===== config.mk =====
export PLATFORM = sky130hd
export DESIGN_NAME = touch_frame_press_qualifier
export DESIGN_NICKNAME = d
export VERILOG_FILES = /design/src/tfpq_pkg.sv /design/src/tfpq_cfg.sv /design/src/tfpq_core.sv /design/src/touch_frame_press_qualifier.sv
export SDC_FILE = /design/constraint.sdc
export NUM_CORES = 1
export LEC_CHECK = 0
export BUFFER_PORTS_ARGS = -buffer_cell sky130_fd_sc_hd__buf_2
export CORE_ASPECT_RATIO = 1.2
export CORE_MARGIN = 2
export CORE_UTILIZATION = 25
export CTS_BUF_LIST = sky130_fd_sc_hd__clkbuf_16
export DETAILED_ROUTE_END_ITERATION = 8
export PLACE_DENSITY = 0.41
export RECOVER_POWER = 100
export SLEW_MARGIN = 40
export SYNTH_ARGS = -nofsm -noshare
export SYNTH_HDL_FRONTEND = slang
export SYNTH_SLANG_ARGS = --single-unit

===== constraint.sdc =====
create_clock -name clk -period 4.4 [get_ports clk]
set_input_delay 0.88 -clock clk [delete_from_list [all_inputs] [get_ports clk]]
set_output_delay 0.88 -clock clk [all_outputs]
set_load 0.02 [all_outputs]

===== src/tfpq_pkg.sv =====
package tfpq_pkg;

  localparam int COORD_W   = 12;
  localparam int COUNT_W   = 16;
  localparam int PIXEL_X_W = 10;
  localparam int PIXEL_Y_W = 8;

  localparam int PANEL_W_DEFAULT = 180;
  localparam int PANEL_H_DEFAULT = 640;

  localparam int IN_TDATA_W  = 40;
  localparam int OUT_TDATA_W = 24;
  localparam int CFG_INDEX_W = 2;
  localparam int CFG_DATA_W  = 16;

  localparam logic [CFG_INDEX_W-1:0] REG_RELEASE_TIMEOUT = 2'd0;
  localparam logic [CFG_INDEX_W-1:0] REG_MIN_PRESS       = 2'd1;
  localparam logic [CFG_INDEX_W-1:0] REG_ROTATION        = 2'd2;

  localparam logic [COUNT_W-1:0] RELEASE_TIMEOUT_RESET = 16'd120;
  localparam logic [COUNT_W-1:0] MIN_PRESS_RESET       = 16'd60;
  localparam logic [COUNT_W-1:0] COUNT_MAX             = 16'hFFFF;

  localparam logic [7:0] MAX_FINGERS = 8'd2;
  localparam logic [0:0] MODE_TICK   = 1'b0;

  typedef struct packed {
    logic       mode;
    logic [7:0] finger_count;
    logic [7:0] event_y_high;
    logic [7:0] y_low;
    logic [7:0] id_x_high;
    logic [7:0] x_low;
  } item_t;

  typedef struct packed {
    logic [COUNT_W-1:0] idle_limit;
    logic [COUNT_W-1:0] min_hold;
    logic               rotation_select;
  } cfg_t;

  typedef struct packed {
    logic [PIXEL_X_W-1:0] pixel_x;
    logic [PIXEL_Y_W-1:0] pixel_y;
    logic                 touch_pressed;
  } result_t;

  function automatic logic [COUNT_W-1:0] sat_inc(input logic [COUNT_W-1:0] v);
    sat_inc = (v == COUNT_MAX) ? v : v + COUNT_W'(1);
  endfunction

endpackage


===== src/tfpq_cfg.sv =====
module tfpq_cfg (
  input  logic                                clk,
  input  logic                                rst,
  input  logic                                cfg_valid,
  output logic                                cfg_ready,
  input  logic [tfpq_pkg::CFG_INDEX_W-1:0]    cfg_index,
  input  logic [tfpq_pkg::CFG_DATA_W-1:0]     cfg_data,
  output tfpq_pkg::cfg_t                      cfg
);

  assign cfg_ready = 1'b1;

  always_ff @(posedge clk) begin
    if (rst) begin
      cfg.idle_limit      <= tfpq_pkg::RELEASE_TIMEOUT_RESET;
      cfg.min_hold        <= tfpq_pkg::MIN_PRESS_RESET;
      cfg.rotation_select <= 1'b0;
    end else if (cfg_valid) begin
      case (cfg_index)
        tfpq_pkg::REG_RELEASE_TIMEOUT: cfg.idle_limit      <= cfg_data;
        tfpq_pkg::REG_MIN_PRESS:       cfg.min_hold        <= cfg_data;
        tfpq_pkg::REG_ROTATION:        cfg.rotation_select <= cfg_data[0];
        default: ;  // drop writes to unknown registers
      endcase
    end
  end

endmodule


===== src/tfpq_core.sv =====
module tfpq_core #(
  parameter int PANEL_W = tfpq_pkg::PANEL_W_DEFAULT,
  parameter int PANEL_H = tfpq_pkg::PANEL_H_DEFAULT
) (
  input  logic              clk,
  input  logic              rst,
  input  logic              advance,
  input  tfpq_pkg::item_t   item,
  input  tfpq_pkg::cfg_t    cfg,
  output tfpq_pkg::result_t result
);

  localparam int CW = tfpq_pkg::COORD_W;
  localparam int NW = tfpq_pkg::COUNT_W;
  localparam logic [CW-1:0] PW = PANEL_W[CW-1:0];
  localparam logic [CW-1:0] PH = PANEL_H[CW-1:0];

  logic                               press_flag, press_flag_next;
  logic                               release_wait, release_wait_next;
  logic [tfpq_pkg::PIXEL_X_W-1:0]     hold_x, hold_x_next;
  logic [tfpq_pkg::PIXEL_Y_W-1:0]     hold_y, hold_y_next;
  logic [NW-1:0]                      ms_since_valid, ms_since_valid_next;
  logic [NW-1:0]                      ms_since_press, ms_since_press_next;

  logic [CW-1:0] raw_x, raw_y, py, lx, ly;
  logic          in_range;

  assign raw_y    = {item.event_y_high[3:0], item.y_low};
  assign raw_x    = {item.id_x_high[3:0], item.x_low};
  assign in_range = (raw_x < PW) && (raw_y < PH);
  // swap X and Y into landscape; rotation_select also mirrors both axes
  assign py = PH - CW'(1) - raw_y;
  assign lx = cfg.rotation_select ? py : raw_y;
  assign ly = cfg.rotation_select ? (PW - CW'(1) - raw_x) : raw_x;

  always_comb begin
    press_flag_next     = press_flag;
    release_wait_next   = release_wait;
    hold_x_next         = hold_x;
    hold_y_next         = hold_y;
    ms_since_valid_next = ms_since_valid;
    ms_since_press_next = ms_since_press;

    if (item.mode == tfpq_pkg::MODE_TICK[0]) begin
      ms_since_valid_next = tfpq_pkg::sat_inc(ms_since_valid);
      ms_since_press_next = tfpq_pkg::sat_inc(ms_since_press);
    end else if (item.finger_count == 8'd0) begin
      if (press_flag) begin
        release_wait_next = 1'b1;
      end
    end else if (item.finger_count <= tfpq_pkg::MAX_FINGERS && in_range) begin
      hold_x_next = lx[tfpq_pkg::PIXEL_X_W-1:0];
      hold_y_next = ly[tfpq_pkg::PIXEL_Y_W-1:0];
      if (!press_flag) begin
        ms_since_press_next = '0;
      end
      press_flag_next     = 1'b1;
      release_wait_next   = 1'b0;
      ms_since_valid_next = '0;
    end

    // release on pending release or timeout, once the minimum hold is met
    if (press_flag_next &&
        (release_wait_next || ms_since_valid_next >= cfg.idle_limit) &&
        ms_since_press_next >= cfg.min_hold) begin
      press_flag_next   = 1'b0;
      release_wait_next = 1'b0;
    end
  end

  always_ff @(posedge clk) begin
    if (rst) begin
      press_flag     <= 1'b0;
      release_wait   <= 1'b0;
      hold_x         <= '0;
      hold_y         <= '0;
      ms_since_valid <= '0;
      ms_since_press <= '0;
    end else if (advance) begin
      press_flag     <= press_flag_next;
      release_wait   <= release_wait_next;
      hold_x         <= hold_x_next;
      hold_y         <= hold_y_next;
      ms_since_valid <= ms_since_valid_next;
      ms_since_press <= ms_since_press_next;
    end
  end

  assign result.pixel_x       = hold_x_next;
  assign result.pixel_y       = hold_y_next;
  assign result.touch_pressed = press_flag_next;

endmodule


===== src/touch_frame_press_qualifier.sv =====
// Touch press qualifier: turns a stream of millisecond ticks and touch
// controller report frames into a clean landscape coordinate and press flag.
//
// Channels:
//   s_*   input beats. tuser is the mode (0 = 1 ms tick, 1 = report frame);
//         tdata carries the frame bytes, ignored on a tick.
//   m_*   one result beat per input beat: pixel_x, pixel_y, touch_pressed.
//   cfg_* register writes: 0 release timeout, 1 minimum press time,
//         2 rotation_select; other indexes are dropped. Always ready.
//
// An accepted input beat passes through the input register, then the press
// logic feeding the result register, where its result beat is valid.
// Throughput is one beat per cycle; both stages advance together
// whenever the result register is empty or being taken.
// When the receiver stalls, the result register holds and the input register
// holds one more beat, after which s_tready drops.
// Reset (rst, synchronous) empties both stages, clears the press state and
// loads the register defaults (timeout 120 ms, minimum press 60 ms, rotation 0).
module touch_frame_press_qualifier #(
  parameter int PANEL_W = tfpq_pkg::PANEL_W_DEFAULT,
  parameter int PANEL_H = tfpq_pkg::PANEL_H_DEFAULT
) (
  input  logic                                 clk,
  input  logic                                 rst,
  input  logic                                 s_tvalid,
  output logic                                 s_tready,
  // [7:0] finger_count, [15:8] event_y_high, [23:16] y_low,
  // [31:24] id_x_high, [39:32] x_low
  input  logic [tfpq_pkg::IN_TDATA_W-1:0]      s_tdata,
  // [0] mode
  input  logic                                 s_tuser,
  output logic                                 m_tvalid,
  input  logic                                 m_tready,
  // [9:0] pixel_x, [17:10] pixel_y, [18] touch_pressed, [23:19] zero
  output logic [tfpq_pkg::OUT_TDATA_W-1:0]     m_tdata,
  input  logic                                 cfg_valid,
  output logic                                 cfg_ready,
  input  logic [tfpq_pkg::CFG_INDEX_W-1:0]     cfg_index,
  input  logic [tfpq_pkg::CFG_DATA_W-1:0]      cfg_data
);

  tfpq_pkg::cfg_t    cfg;
  tfpq_pkg::item_t   item;
  tfpq_pkg::result_t result, result_q;
  logic              item_valid;
  logic              advance;

  tfpq_cfg u_cfg (
    .clk       (clk),
    .rst       (rst),
    .cfg_valid (cfg_valid),
    .cfg_ready (cfg_ready),
    .cfg_index (cfg_index),
    .cfg_data  (cfg_data),
    .cfg       (cfg)
  );

  // move the held item into the result register when there is room
  assign advance  = item_valid && (!m_tvalid || m_tready);
  assign s_tready = !item_valid || advance;

  always_ff @(posedge clk) begin
    if (rst) begin
      item_valid <= 1'b0;
    end else if (s_tready) begin
      item_valid <= s_tvalid;
    end
  end

  always_ff @(posedge clk) begin
    if (s_tready && s_tvalid) begin
      item.mode         <= s_tuser;
      item.finger_count <= s_tdata[7:0];
      item.event_y_high <= s_tdata[15:8];
      item.y_low        <= s_tdata[23:16];
      item.id_x_high    <= s_tdata[31:24];
      item.x_low        <= s_tdata[39:32];
    end
  end

  tfpq_core #(
    .PANEL_W (PANEL_W),
    .PANEL_H (PANEL_H)
  ) u_core (
    .clk     (clk),
    .rst     (rst),
    .advance (advance),
    .item    (item),
    .cfg     (cfg),
    .result  (result)
  );

  always_ff @(posedge clk) begin
    if (rst) begin
      m_tvalid <= 1'b0;
    end else if (advance) begin
      m_tvalid <= 1'b1;
    end else if (m_tready) begin
      m_tvalid <= 1'b0;
    end
  end

  always_ff @(posedge clk) begin
    if (advance) begin
      result_q <= result;
    end
  end

  assign m_tdata = {5'd0, result_q.touch_pressed, result_q.pixel_y, result_q.pixel_x};

endmodule

# == Word level (Yosys, flattened, before mapping) ==
# Index checks and enable logic that the tools add are counted.
# totals
reg_bits,139
in_bits,64
word_cells,78
# op_classes
n_addsub,4
order_cmp,5
n_eq_ne,4
n_mux,28
n_reduce_logical,17
# ops
op,n
$mux 16,9
$mux 10,4
$add 16x1->16 const B,2
$eq 16x16->1 const B,2
$ge 16x16->1,2
$mux 8,4
$lt 12x10->1 const B,1
$lt 12x8->1 const B,1
$mux 1,11
$sub 10x10->10 const A,1
$le 8x2->1 const B,1
$logic_not 8->1,1
$sub 8x8->8 const A,1
$logic_and 1x1->1,6
$reduce_and 2->1,3
$logic_or 1x1->1,3
$eq 2x1->1 const B,1
$eq 2x2->1 const B,1
$logic_not 1->1,2
$logic_not 2->1,1
$reduce_bool 2->1,1

# == Logic depth before layout (Yosys ltp) ==
# Gate-level depths: netlist of the first run.
# logic_depth
ltp_word,11
depth_mapped,16
mapped_depth_nobuf,15

# == Cells and area by module ==
# Synthesis of the first run repeated with hierarchy kept, for this count alone.
# unflattened
cells_unflattened,770
area_unflattened_um2,7519.7
# by_module_without_submodules
module,n_inst,cells_each,area_per_inst_um2
tfpq_core,1,561,4192.8
touch_frame_press_qualifier,1,76,1946.9
tfpq_cfg,1,133,1380.1

# == Least setup slack after synthesis of the first run ==
# Ideal clock, no wire load.
# synth_path
path_kind,register to register
from,register item[2] (netlist name)
to,"register result_q, in the netlist m_tdata[18], data pin"
setup_time_ps,265
arrival_time_ps,2918
required_time_ps,4135
setup_slack_ps,1217
path_stages_with_launch,17
cell_sequence,edfxtp_1 -> inv_1 -> ha_1 -> and3b_1 -> o21a_1 -> or3_1 -> buf_6 -> clkbuf_1 -> nand3_1 -> o21ai_0 -> ha_1 -> nand2_1 -> nor3_1 -> o31ai_1 -> a211oi_1 -> o22ai_2 -> a21boi_1
# synth_rtl
element,line,text
to (signal assigned),touch_frame_press_qualifier.sv:105,result_q <= result;
to (decl),touch_frame_press_qualifier.sv:44,"tfpq_pkg::result_t result, result_q;"

==> results.toml, run 1 <==
[status]
status = "complete, but fails checks"
violations = "capacitance limit, slew limit"

[flow_run]
cap_viol_max_count = 4

[clock_network]
cts_resized = 0
postCtsHoldBufs = 0
cts_sinks = 139
cts_max_level = 4
clock_path_buffers = 2
cts_setup_buffers = 0
cts_buffers = 17
cts_root_buffer = "clkbuf_16"
clk_pin_slew_ns = 0.06
clk_latency_ns = 0.43
cts_tree = "done"

[global_routing]
grtUsageTotal_pct = 13.02
grt_max_degree = 43
grt_pass1_vias = 5570
grt_pass1_wl_um = 29750
grt.overflow.total = 0
antenna_found_initial = 0

[sta]
relSlewSlack_pct = -40.62
setup_tns_ns = 0
fin_crit_ns = 3.845
rsz0062_at_grt = "false"
fin_worst_skew_ns = 0.01178
period_share_pct = 87.38
max_freq_mhz = 260.1
worstMarginPinSlew_ns = 2.109
slew_viol_final = 150
setup-violations-final = 0
hold_viol = 0

[route]
avgViaCountPerCell = 4.628
vias = 5794
firstDrtPassIters = 4
drc = 0
wire_per_inst_um = 15.17
ant_nets = 0
drt_iter0_markers = 245
drt-total-wl_um = 18990

[final_layout]
diodes = 0
final_nets = 960
area_growth_syn_to_layout_pct = 17.62
final_cells = 1252
final_util_pct = 29.95
drive_above_1_share_pct = 11.80

[floorplanning]
core_mm2 = 0.02792
die-area_mm2 = 0.02980
io_pins = 91
die_w_um = 157.9
row_count = 67
die_h_um = 188.7
start_util_pct = 25.46

[critical_path]
worstPathMaxFanout = 9
cp-start-kind = "flip-flop"
crit_required_ns = 4.65
critPathCaptureType = "flip-flop"
crit_type = "flip-flop to flip-flop"
worstPathArrival_ns = 4.10

[power]
p_switching_mw = 0.7229
p_sw_share_pct = 24.22
power_frac_seq_pct = 47.0
internal_power_mw = 2.262
cellPowerDensity_mw_per_mm2 = 357.0
comb_power_share_pct = 6.3
clockPowerShare_pct = 46.7
p_total_mw = 2.985
ir_drop_v = 0.0001800
leakage_nw = 2.964

[placed_design]
dp_hpwl_um = 13220
dp.cells = 1218
gp_congestion = 0.7573
buffer_ports.inserted = 76

[synth]
syn_inst = 800
synth_edf_count = 52
synthesis.area_per_instance_um2 = 8.885
yosys_most_used_dff = "dfxtp_1"
ys_ff_latch = 139
synth-seq-area-share_pct = 46.47
synth.distinct_cells = 71
async_flop_share_pct = 0
synth_warnings = 0
synth_area_mm2 = 0.007108

[min_path]
hold_class = "flip-flop to flip-flop"
==> final timing paths <==
check | from | to | slack, ns | cells past startpoint
setup reg to reg | u_core.ms_since_press[0]$_SDFFE_PP0P_ | m_tdata[18]$_DFFE_PP_ | 0.56 | 13
hold reg to reg | u_cfg.cfg[16]$_SDFFE_PP0P_ | u_cfg.cfg[16]$_SDFFE_PP0P_ | 0.46 | 2
hold / removal | u_cfg.cfg[16]$_SDFFE_PP0P_ | u_cfg.cfg[16]$_SDFFE_PP0P_ | 0.46 | 2
setup / recovery | u_core.ms_since_press[0]$_SDFFE_PP0P_ | m_tdata[18]$_DFFE_PP_ | 0.56 | 13
==> final cells by class <==
cell class,instances,area [µm²]
Timing Repair Buffer,89,446.7
Inverter,47,176.4
Clock buffer,17,425.4
Tap cell,379,474.2
Fill cell,2981,19560
Clock inverter,15,136.4
Multi-Input combinational cell,566,3397
Sequential cell,139,3304
==> cells in the mapped netlist, types with 9 or more instances <==
library cell	n	area [µm²]
nor3_1	10	50.05
inv_1	47	176.4
dfxtp_1	87	1742
o21ai_0	58	290.3
and4_1	9	78.83
nand4_1	9	56.30
clkbuf_1	34	127.6
nand2_1	133	499.2
nand3_1	23	115.1
a21oi_1	62	310.3
o211ai_1	9	67.56
a21o_1	10	75.07
or3_1	15	93.84
edfxtp_1	52	1562
ha_1	36	450.4
nor2_1	56	210.2
a211oi_1	20	150.1
a31oi_1	13	81.33
xnor2_1	10	87.58
==> registers in the layout, indices dropped and copies added (netlist names) <==
signal and flops:
item 33, u_core.hold_y 8, m_tdata 19, u_core.press_flag 1, u_core.ms_since_valid 16, u_core.ms_since_press 16
u_core.hold_x 10, item_valid 1, m_tvalid 1, u_cfg.cfg 33, u_core.release_wait 1
==> critical path, cell delays in order (launching register included) <==
cell and delay [ns]:
dfxtp_1 0.36, ha_1 0.28, and4_1 0.29, a41oi_2 0.42, and2_0 0.40, nand3_1 0.13
o21ai_0 0.31, ha_1 0.31, a21oi_1 0.15, o21ai_0 0.11, a211oi_1 0.22, a21oi_1 0.15
o22ai_1 0.33, a21boi_1 0.20
==> power by group through the flow <==
stage	clock network (mW)	registers (mW)	logic (mW)
2_1_floorplan	0	1.43	0.113
3_3_place_gp	0	1.43	0.198
3_5_place_dp	0	1.43	0.198
4_1_cts	1.44	1.40	0.199
5_1_grt	1.49	1.41	0.213
6_report	1.39	1.40	0.189
==> routing by layer <==
layer	wire length [µm]	GRT usage, %
met1	9314	17.25
met2	8604	20.65
met3	734	2.875
met4	335	4.825
met5	0	0
==> kinds of logic (layout without fill, tap and decap cells) <==
family / Yosys count / count (layout) / synth area share [%]
simple gates: 289 / 289 / 19.40
buf+inv: 99 / 168 / 5.862
mux: 6 / 6 / 0.8450
flops: 139 / 139 / 46.47
other cells: 2 / 6 / 0.1057
compound gates: 214 / 214 / 19.13
xor+xnor: 15 / 15 / 1.848
fa+ha+maj: 36 / 36 / 6.337
==> through the flow <==
step,setup slack (ns),hold slack [ns],area (µm²)
global placement,0.6301,0.4457,7825
CTS,0.6481,0.4558,8394
detailed placement,0.6817,0.4470,7833
global route,0.1578,0.4724,8361
finish,0.5551,0.4552,8361
floorplan,1.217,0.4363,7123
==> layout by cell type (no fill, tap or decap), drive strengths merged, types with 7 or more instances in the layout <==
cell type and n:
buf 58, nor2 57, edfxtp 52, dfxtp 87
xnor2 10, nor3 11, and4 9, a31oi 13
clkbuf 48, nand3 24, nand2 133, a311oi 7
inv 49, o21ai 59, or3 15, o211ai 9
nor4 7, a21oi 65, a21o 10, ha 36
a211oi 20, nand4 10
Power figures use the tool's default switching activity.
==> run 2, diff against run 1 <==
Settings changed: CTS_BUF_LIST sky130_fd_sc_hd__clkbuf_16 to unset.
==> results.toml, run 2 (synthesized netlist as in run 1, its figures left out) <==
[clock_network]
cts_resized = 0
clk_latency_ns = 0.43
cts_sinks = 139
cts_buffers = 17
postCtsHoldBufs = 0
cts_setup_buffers = 0
clock_path_buffers = 2
cts_tree = "done"
cts_root_buffer = "clkbuf_16"
cts_max_level = 4
clk_pin_slew_ns = 0.06

[final_layout]
final_nets = 960
drive_above_1_share_pct = 11.80
diodes = 0
fillers = 2981
final_common_cell = "nand2_1"
final_cells = 1252
area_growth_syn_to_layout_pct = 17.62
final_cell_mix = "nand2_1 (133), dfxtp_1 (86), a21oi_1 (62)"

[placed_design]
buffer_ports.inserted = 76
dp.cells = 1218
gp_congestion = 0.7573
dp_hpwl_um = 13220
pre_cts_ws_ns = 0.6817

[route]
drt-total-wl_um = 18980
ant_nets = 0
vias = 5795
drc = 0
drt_iter0_markers = 247
wire_per_inst_um = 15.16
avgViaCountPerCell = 4.629
firstDrtPassIters = 4

[power]
p_switching_mw = 0.7223
leakage_nw = 2.955
power_frac_seq_pct = 46.9
cellPowerDensity_mw_per_mm2 = 357.5
ir_drop_v = 0.0001800
p_total_mw = 2.989
p_sw_share_pct = 24.17
clockPowerShare_pct = 46.8
internal_power_mw = 2.267
comb_power_share_pct = 6.3

[sta]
rsz0062_at_grt = "false"
period_share_pct = 87.40
setup-violations-final = 0
setup_tns_ns = 0
relSlewSlack_pct = -40.60
fin_worst_skew_ns = 0.01274
slew_viol_final = 150
hold_viol = 0
fin_crit_ns = 3.846
max_freq_mhz = 260.0
worstMarginPinSlew_ns = 2.109
fin_ws_ns = 0.5542

[global_routing]
grt_pass1_wl_um = 29750
grt.overflow.total = 0
grt_max_degree = 43
antenna_found_initial = 0
grtUsageTotal_pct = 13.02
grt_pass1_vias = 5570

[floorplanning]
row_count = 67
io_pins = 91
start_util_pct = 25.46
core_mm2 = 0.02792
die_h_um = 188.7
die_w_um = 157.9
die-area_mm2 = 0.02980

[critical_path]
worstPathMaxFanout = 9
worstPathArrival_ns = 4.10
slowest_stage = "a41oi_2"
cp-start-kind = "flip-flop"
max_stage_delay_ns = 0.42
crit_required_ns = 4.65
crit_chain = "ha_1 -> and4_1 -> a41oi_2 -> and2_0 -> nand3_1 -> o21ai_0 -> ha_1 -> a21oi_1 -> o21ai_0 -> a211oi_1 -> a21oi_1 -> o22ai_1 -> a21boi_1"
crit_type = "flip-flop to flip-flop"
critPathCaptureType = "flip-flop"

[flow_run]
cap_viol_max_count = 4

[status]
status = "complete, but fails checks"
violations = "capacitance limit, slew limit"

[min_path]
hold_class = "flip-flop to flip-flop"
[run 2: cell types whose count changed in the layout (fill, tap and decap cells not counted), sizes merged]
cell | previous run | this run
clkbuf | 48 | 50
inv | 49 | 47
[run 2: final timing paths]
kind / start / end / slack [ns] / cells past startpoint
hold reg to reg: u_cfg.cfg[32]$_SDFFE_PP0P_ / u_cfg.cfg[32]$_SDFFE_PP0P_ / 0.45 / 2
setup / recovery: u_core.ms_since_press[0]$_SDFFE_PP0P_ / m_tdata[18]$_DFFE_PP_ / 0.55 / 13
setup reg to reg: u_core.ms_since_press[0]$_SDFFE_PP0P_ / m_tdata[18]$_DFFE_PP_ / 0.55 / 13
hold / removal: u_cfg.cfg[32]$_SDFFE_PP0P_ / u_cfg.cfg[32]$_SDFFE_PP0P_ / 0.45 / 2
[run 2: metal layers]
metal | wire length, µm | global-route usage, % | vias to the layer above
met5 | 0 | 0 | -
met4 | 335 | 4.825 | 0
met3 | 732 | 2.875 | 24
met2 | 8608 | 20.65 | 109
met1 | 9306 | 17.25 | 2680
li1 | - | - | 2982
[run 2: power groups by stage]
stage	logic [mW]	registers [mW]	clock network, mW
after global routing	0.213	1.41	1.50
final	0.189	1.40	1.40
after floorplan	0.113	1.43	0
after detailed placement	0.198	1.43	0
after global placement	0.198	1.43	0
after CTS	0.199	1.40	1.44
[run 2: worst max-delay path, delay by kind of cell, from the launching register on]
kind | cells | cell delay, ns
AO/OA/AOI/OAI | 8 | 1.89
adder cells (fa/ha/maj) | 2 | 0.59
flip-flops | 1 | 0.36
AND/OR/NAND/NOR | 3 | 0.82
[run 2: through the flow]
step                area [µm²]  hold slack [ns]  utilization [%]
detailed placement        7833           0.4470            28.06
floorplan                 7123           0.4363                -
global placement          7825           0.4457            28.03
global route              8361           0.4724            29.95
finish                    8361           0.4548            29.95
CTS                       8394           0.4558            30.07
[run 2: final cells by class]
type / instances / area [µm²] / area share (%)
flip-flops and latches: 139 / 3304 / 39.52
multi-input cells: 566 / 3397 / 40.63
inverters: 47 / 176.4 / 2.110
repair buffers: 89 / 446.7 / 5.343
well taps: 379 / 474.2 / 5.672
clock buffers: 19 / 432.9 / 5.178
clock inverters: 13 / 128.9 / 1.541
==> run 3, diff against run 2 <==
Settings changed: PLACE_DENSITY 0.41 to 0.43.
==> results.toml, run 3 (synthesized netlist as in run 1, its figures left out) <==
[critical_path]
worstPathArrival_ns = 3.95
cp_num_buf_inv = 1
r2r-end = "m_tdata[18]$_DFFE_PP_"
crit_start = "u_core.ms_since_press[0]$_SDFFE_PP0P_"
worstReg2RegStart = "u_core.ms_since_press[0]$_SDFFE_PP0P_"
slowest_stage = "and2_0"
r2r_cells = 15
max_stage_delay_ns = 0.38
critPathCaptureType = "flip-flop"
cp-start-kind = "flip-flop"
crit_chain = "ha_1 -> and4_1 -> a41oi_2 -> clkbuf_1 -> and2_0 -> a21oi_1 -> nand2_1 -> o21ai_0 -> ha_1 -> a21oi_1 -> o21ai_0 -> o21ai_0 -> a21oi_1 -> o22ai_2 -> a21boi_0"
crit_required_ns = 4.55
rrSetupSlack_ns = 0.60
worstPathMaxFanout = 9
crit_type = "flip-flop to flip-flop"
crit_family = "compound AO/OA/AOI/OAI gates"

[floorplanning]
die_h_um = 188.7
core_mm2 = 0.02792
die-area_mm2 = 0.02980
die_w_um = 157.9
io_pins = 91
start_util_pct = 25.46
row_count = 67

[power]
p_total_mw = 3.046
cellPowerDensity_mw_per_mm2 = 363.3
ir_drop_v = 0.0001390
leakage_nw = 3.007

[placed_design]
dp_hpwl_um = 13050
pre_cts_ws_ns = 0.7628
dp.cells = 1217
buffer_ports.inserted = 76
placed_cell_area_mm2 = 0.007825
gp_congestion = 0.7726

[global_routing]
grtUsageTotal_pct = 12.74
grt_pass1_vias = 5454
grt_pass1_wl_um = 29500
grt_max_degree = 45
antenna_found_initial = 0
grt.overflow.total = 0

[sta]
period_share_pct = 86.42
fin_ws_ns = 0.5973
slew_viol_final = 69
timing.hold.ws_ns = 0.4543
max_freq_mhz = 263.0
setup-violations-final = 0
fin_crit_ns = 3.803
relSlewSlack_pct = -30.80
fin_worst_skew_ns = 0.01402
hold_viol = 0
worstMarginPinSlew_ns = 1.962
setup_tns_ns = 0
rsz0062_at_grt = "false"

[clock_network]
cts_sinks = 139
cts_resized = 0
postCtsHoldBufs = 0
cts_buffers = 17
cts_max_level = 4
clock_path_buffers = 2
cts_root_buffer = "clkbuf_16"
cts_tree = "done"
clk_latency_ns = 0.42
clk_pin_slew_ns = 0.06
cts_setup_buffers = 0

[final_layout]
fin_area_mm2 = 0.008384
final_util_pct = 30.03
final_nets = 958
final_cell_mix = "nand2_1 (133), dfxtp_1 (86), a21oi_1 (63)"
area_growth_syn_to_layout_pct = 17.95
drive_above_1_share_pct = 12.17
diodes = 0
final_common_cell = "nand2_1"
final_cells = 1250

[status]
status = "complete, but fails checks"
violations = "capacitance limit, slew limit"

[route]
dr.max_layer_used = "met4"
avgViaCountPerCell = 4.582
wl_met1_um = 8870
firstDrtPassIters = 6
drc = 0
vias = 5727
routed-wl-met3_um = 697
ant_nets = 0
wl_met2_um = 8704
wire_per_inst_um = 14.76
drt-total-wl_um = 18450
drt_iter0_markers = 277

[min_path]
hold_class = "flip-flop to flip-flop"
holdPathStages = 2
min_to = "u_cfg.cfg[10]$_SDFFE_PP0P_"
hp-start = "u_cfg.cfg[10]$_SDFFE_PP0P_"

[flow_run]
cap_viol_max_count = 2
==> run 3: worst register-to-register path, cell delays in order (launching register included) <==
cell	delay, ns
dfxtp_1	0.37
ha_1	0.28
and4_1	0.29
a41oi_2	0.19
clkbuf_1	0.33
and2_0	0.38
a21oi_1	0.14
nand2_1	0.07
o21ai_0	0.12
ha_1	0.33
a21oi_1	0.06
o21ai_0	0.21
o21ai_0	0.11
a21oi_1	0.32
o22ai_2	0.17
a21boi_0	0.16
==> run 3: cell type report <==
class / count / area (µm²)
fill: 2988 / 19530
clock buffer: 19 / 464.2
clock inverter: 13 / 131.4
tap: 379 / 474.2
sequential: 139 / 3304
inverter: 47 / 176.4
multi-input combinational: 566 / 3398
timing repair buffer: 87 / 435.4
==> run 3: how the worst max path moves through the flow <==
| stage | cells after the start | endpoint |
|---|---|---|
| floorplan | 16 | m_tdata[18]$_DFFE_PP_ |
| global placement | 15 | m_tdata[18]$_DFFE_PP_ |
| detailed placement | 14 | m_tdata[18]$_DFFE_PP_ |
| CTS | 14 | m_tdata[18]$_DFFE_PP_ |
| global route | 13 | m_tdata[18]$_DFFE_PP_ |
| finish | 15 | m_tdata[18]$_DFFE_PP_ |
==> run 3: power breakdown <==
part	internal (mW)	total (mW)	leakage (nW)	switching, mW
Sequential	1.38	1.40	1.19	0.0252
Clock	0.842	1.46	0.295	0.615
Combinational	0.0611	0.186	1.52	0.125
==> run 3: metal layers <==
layer  GRT usage, %  vias to the layer above
li1               -                     2972
met1          16.95                     2647
met2          20.54                       95
met3          2.852                       13
met4          3.776                        0
met5              0                        -
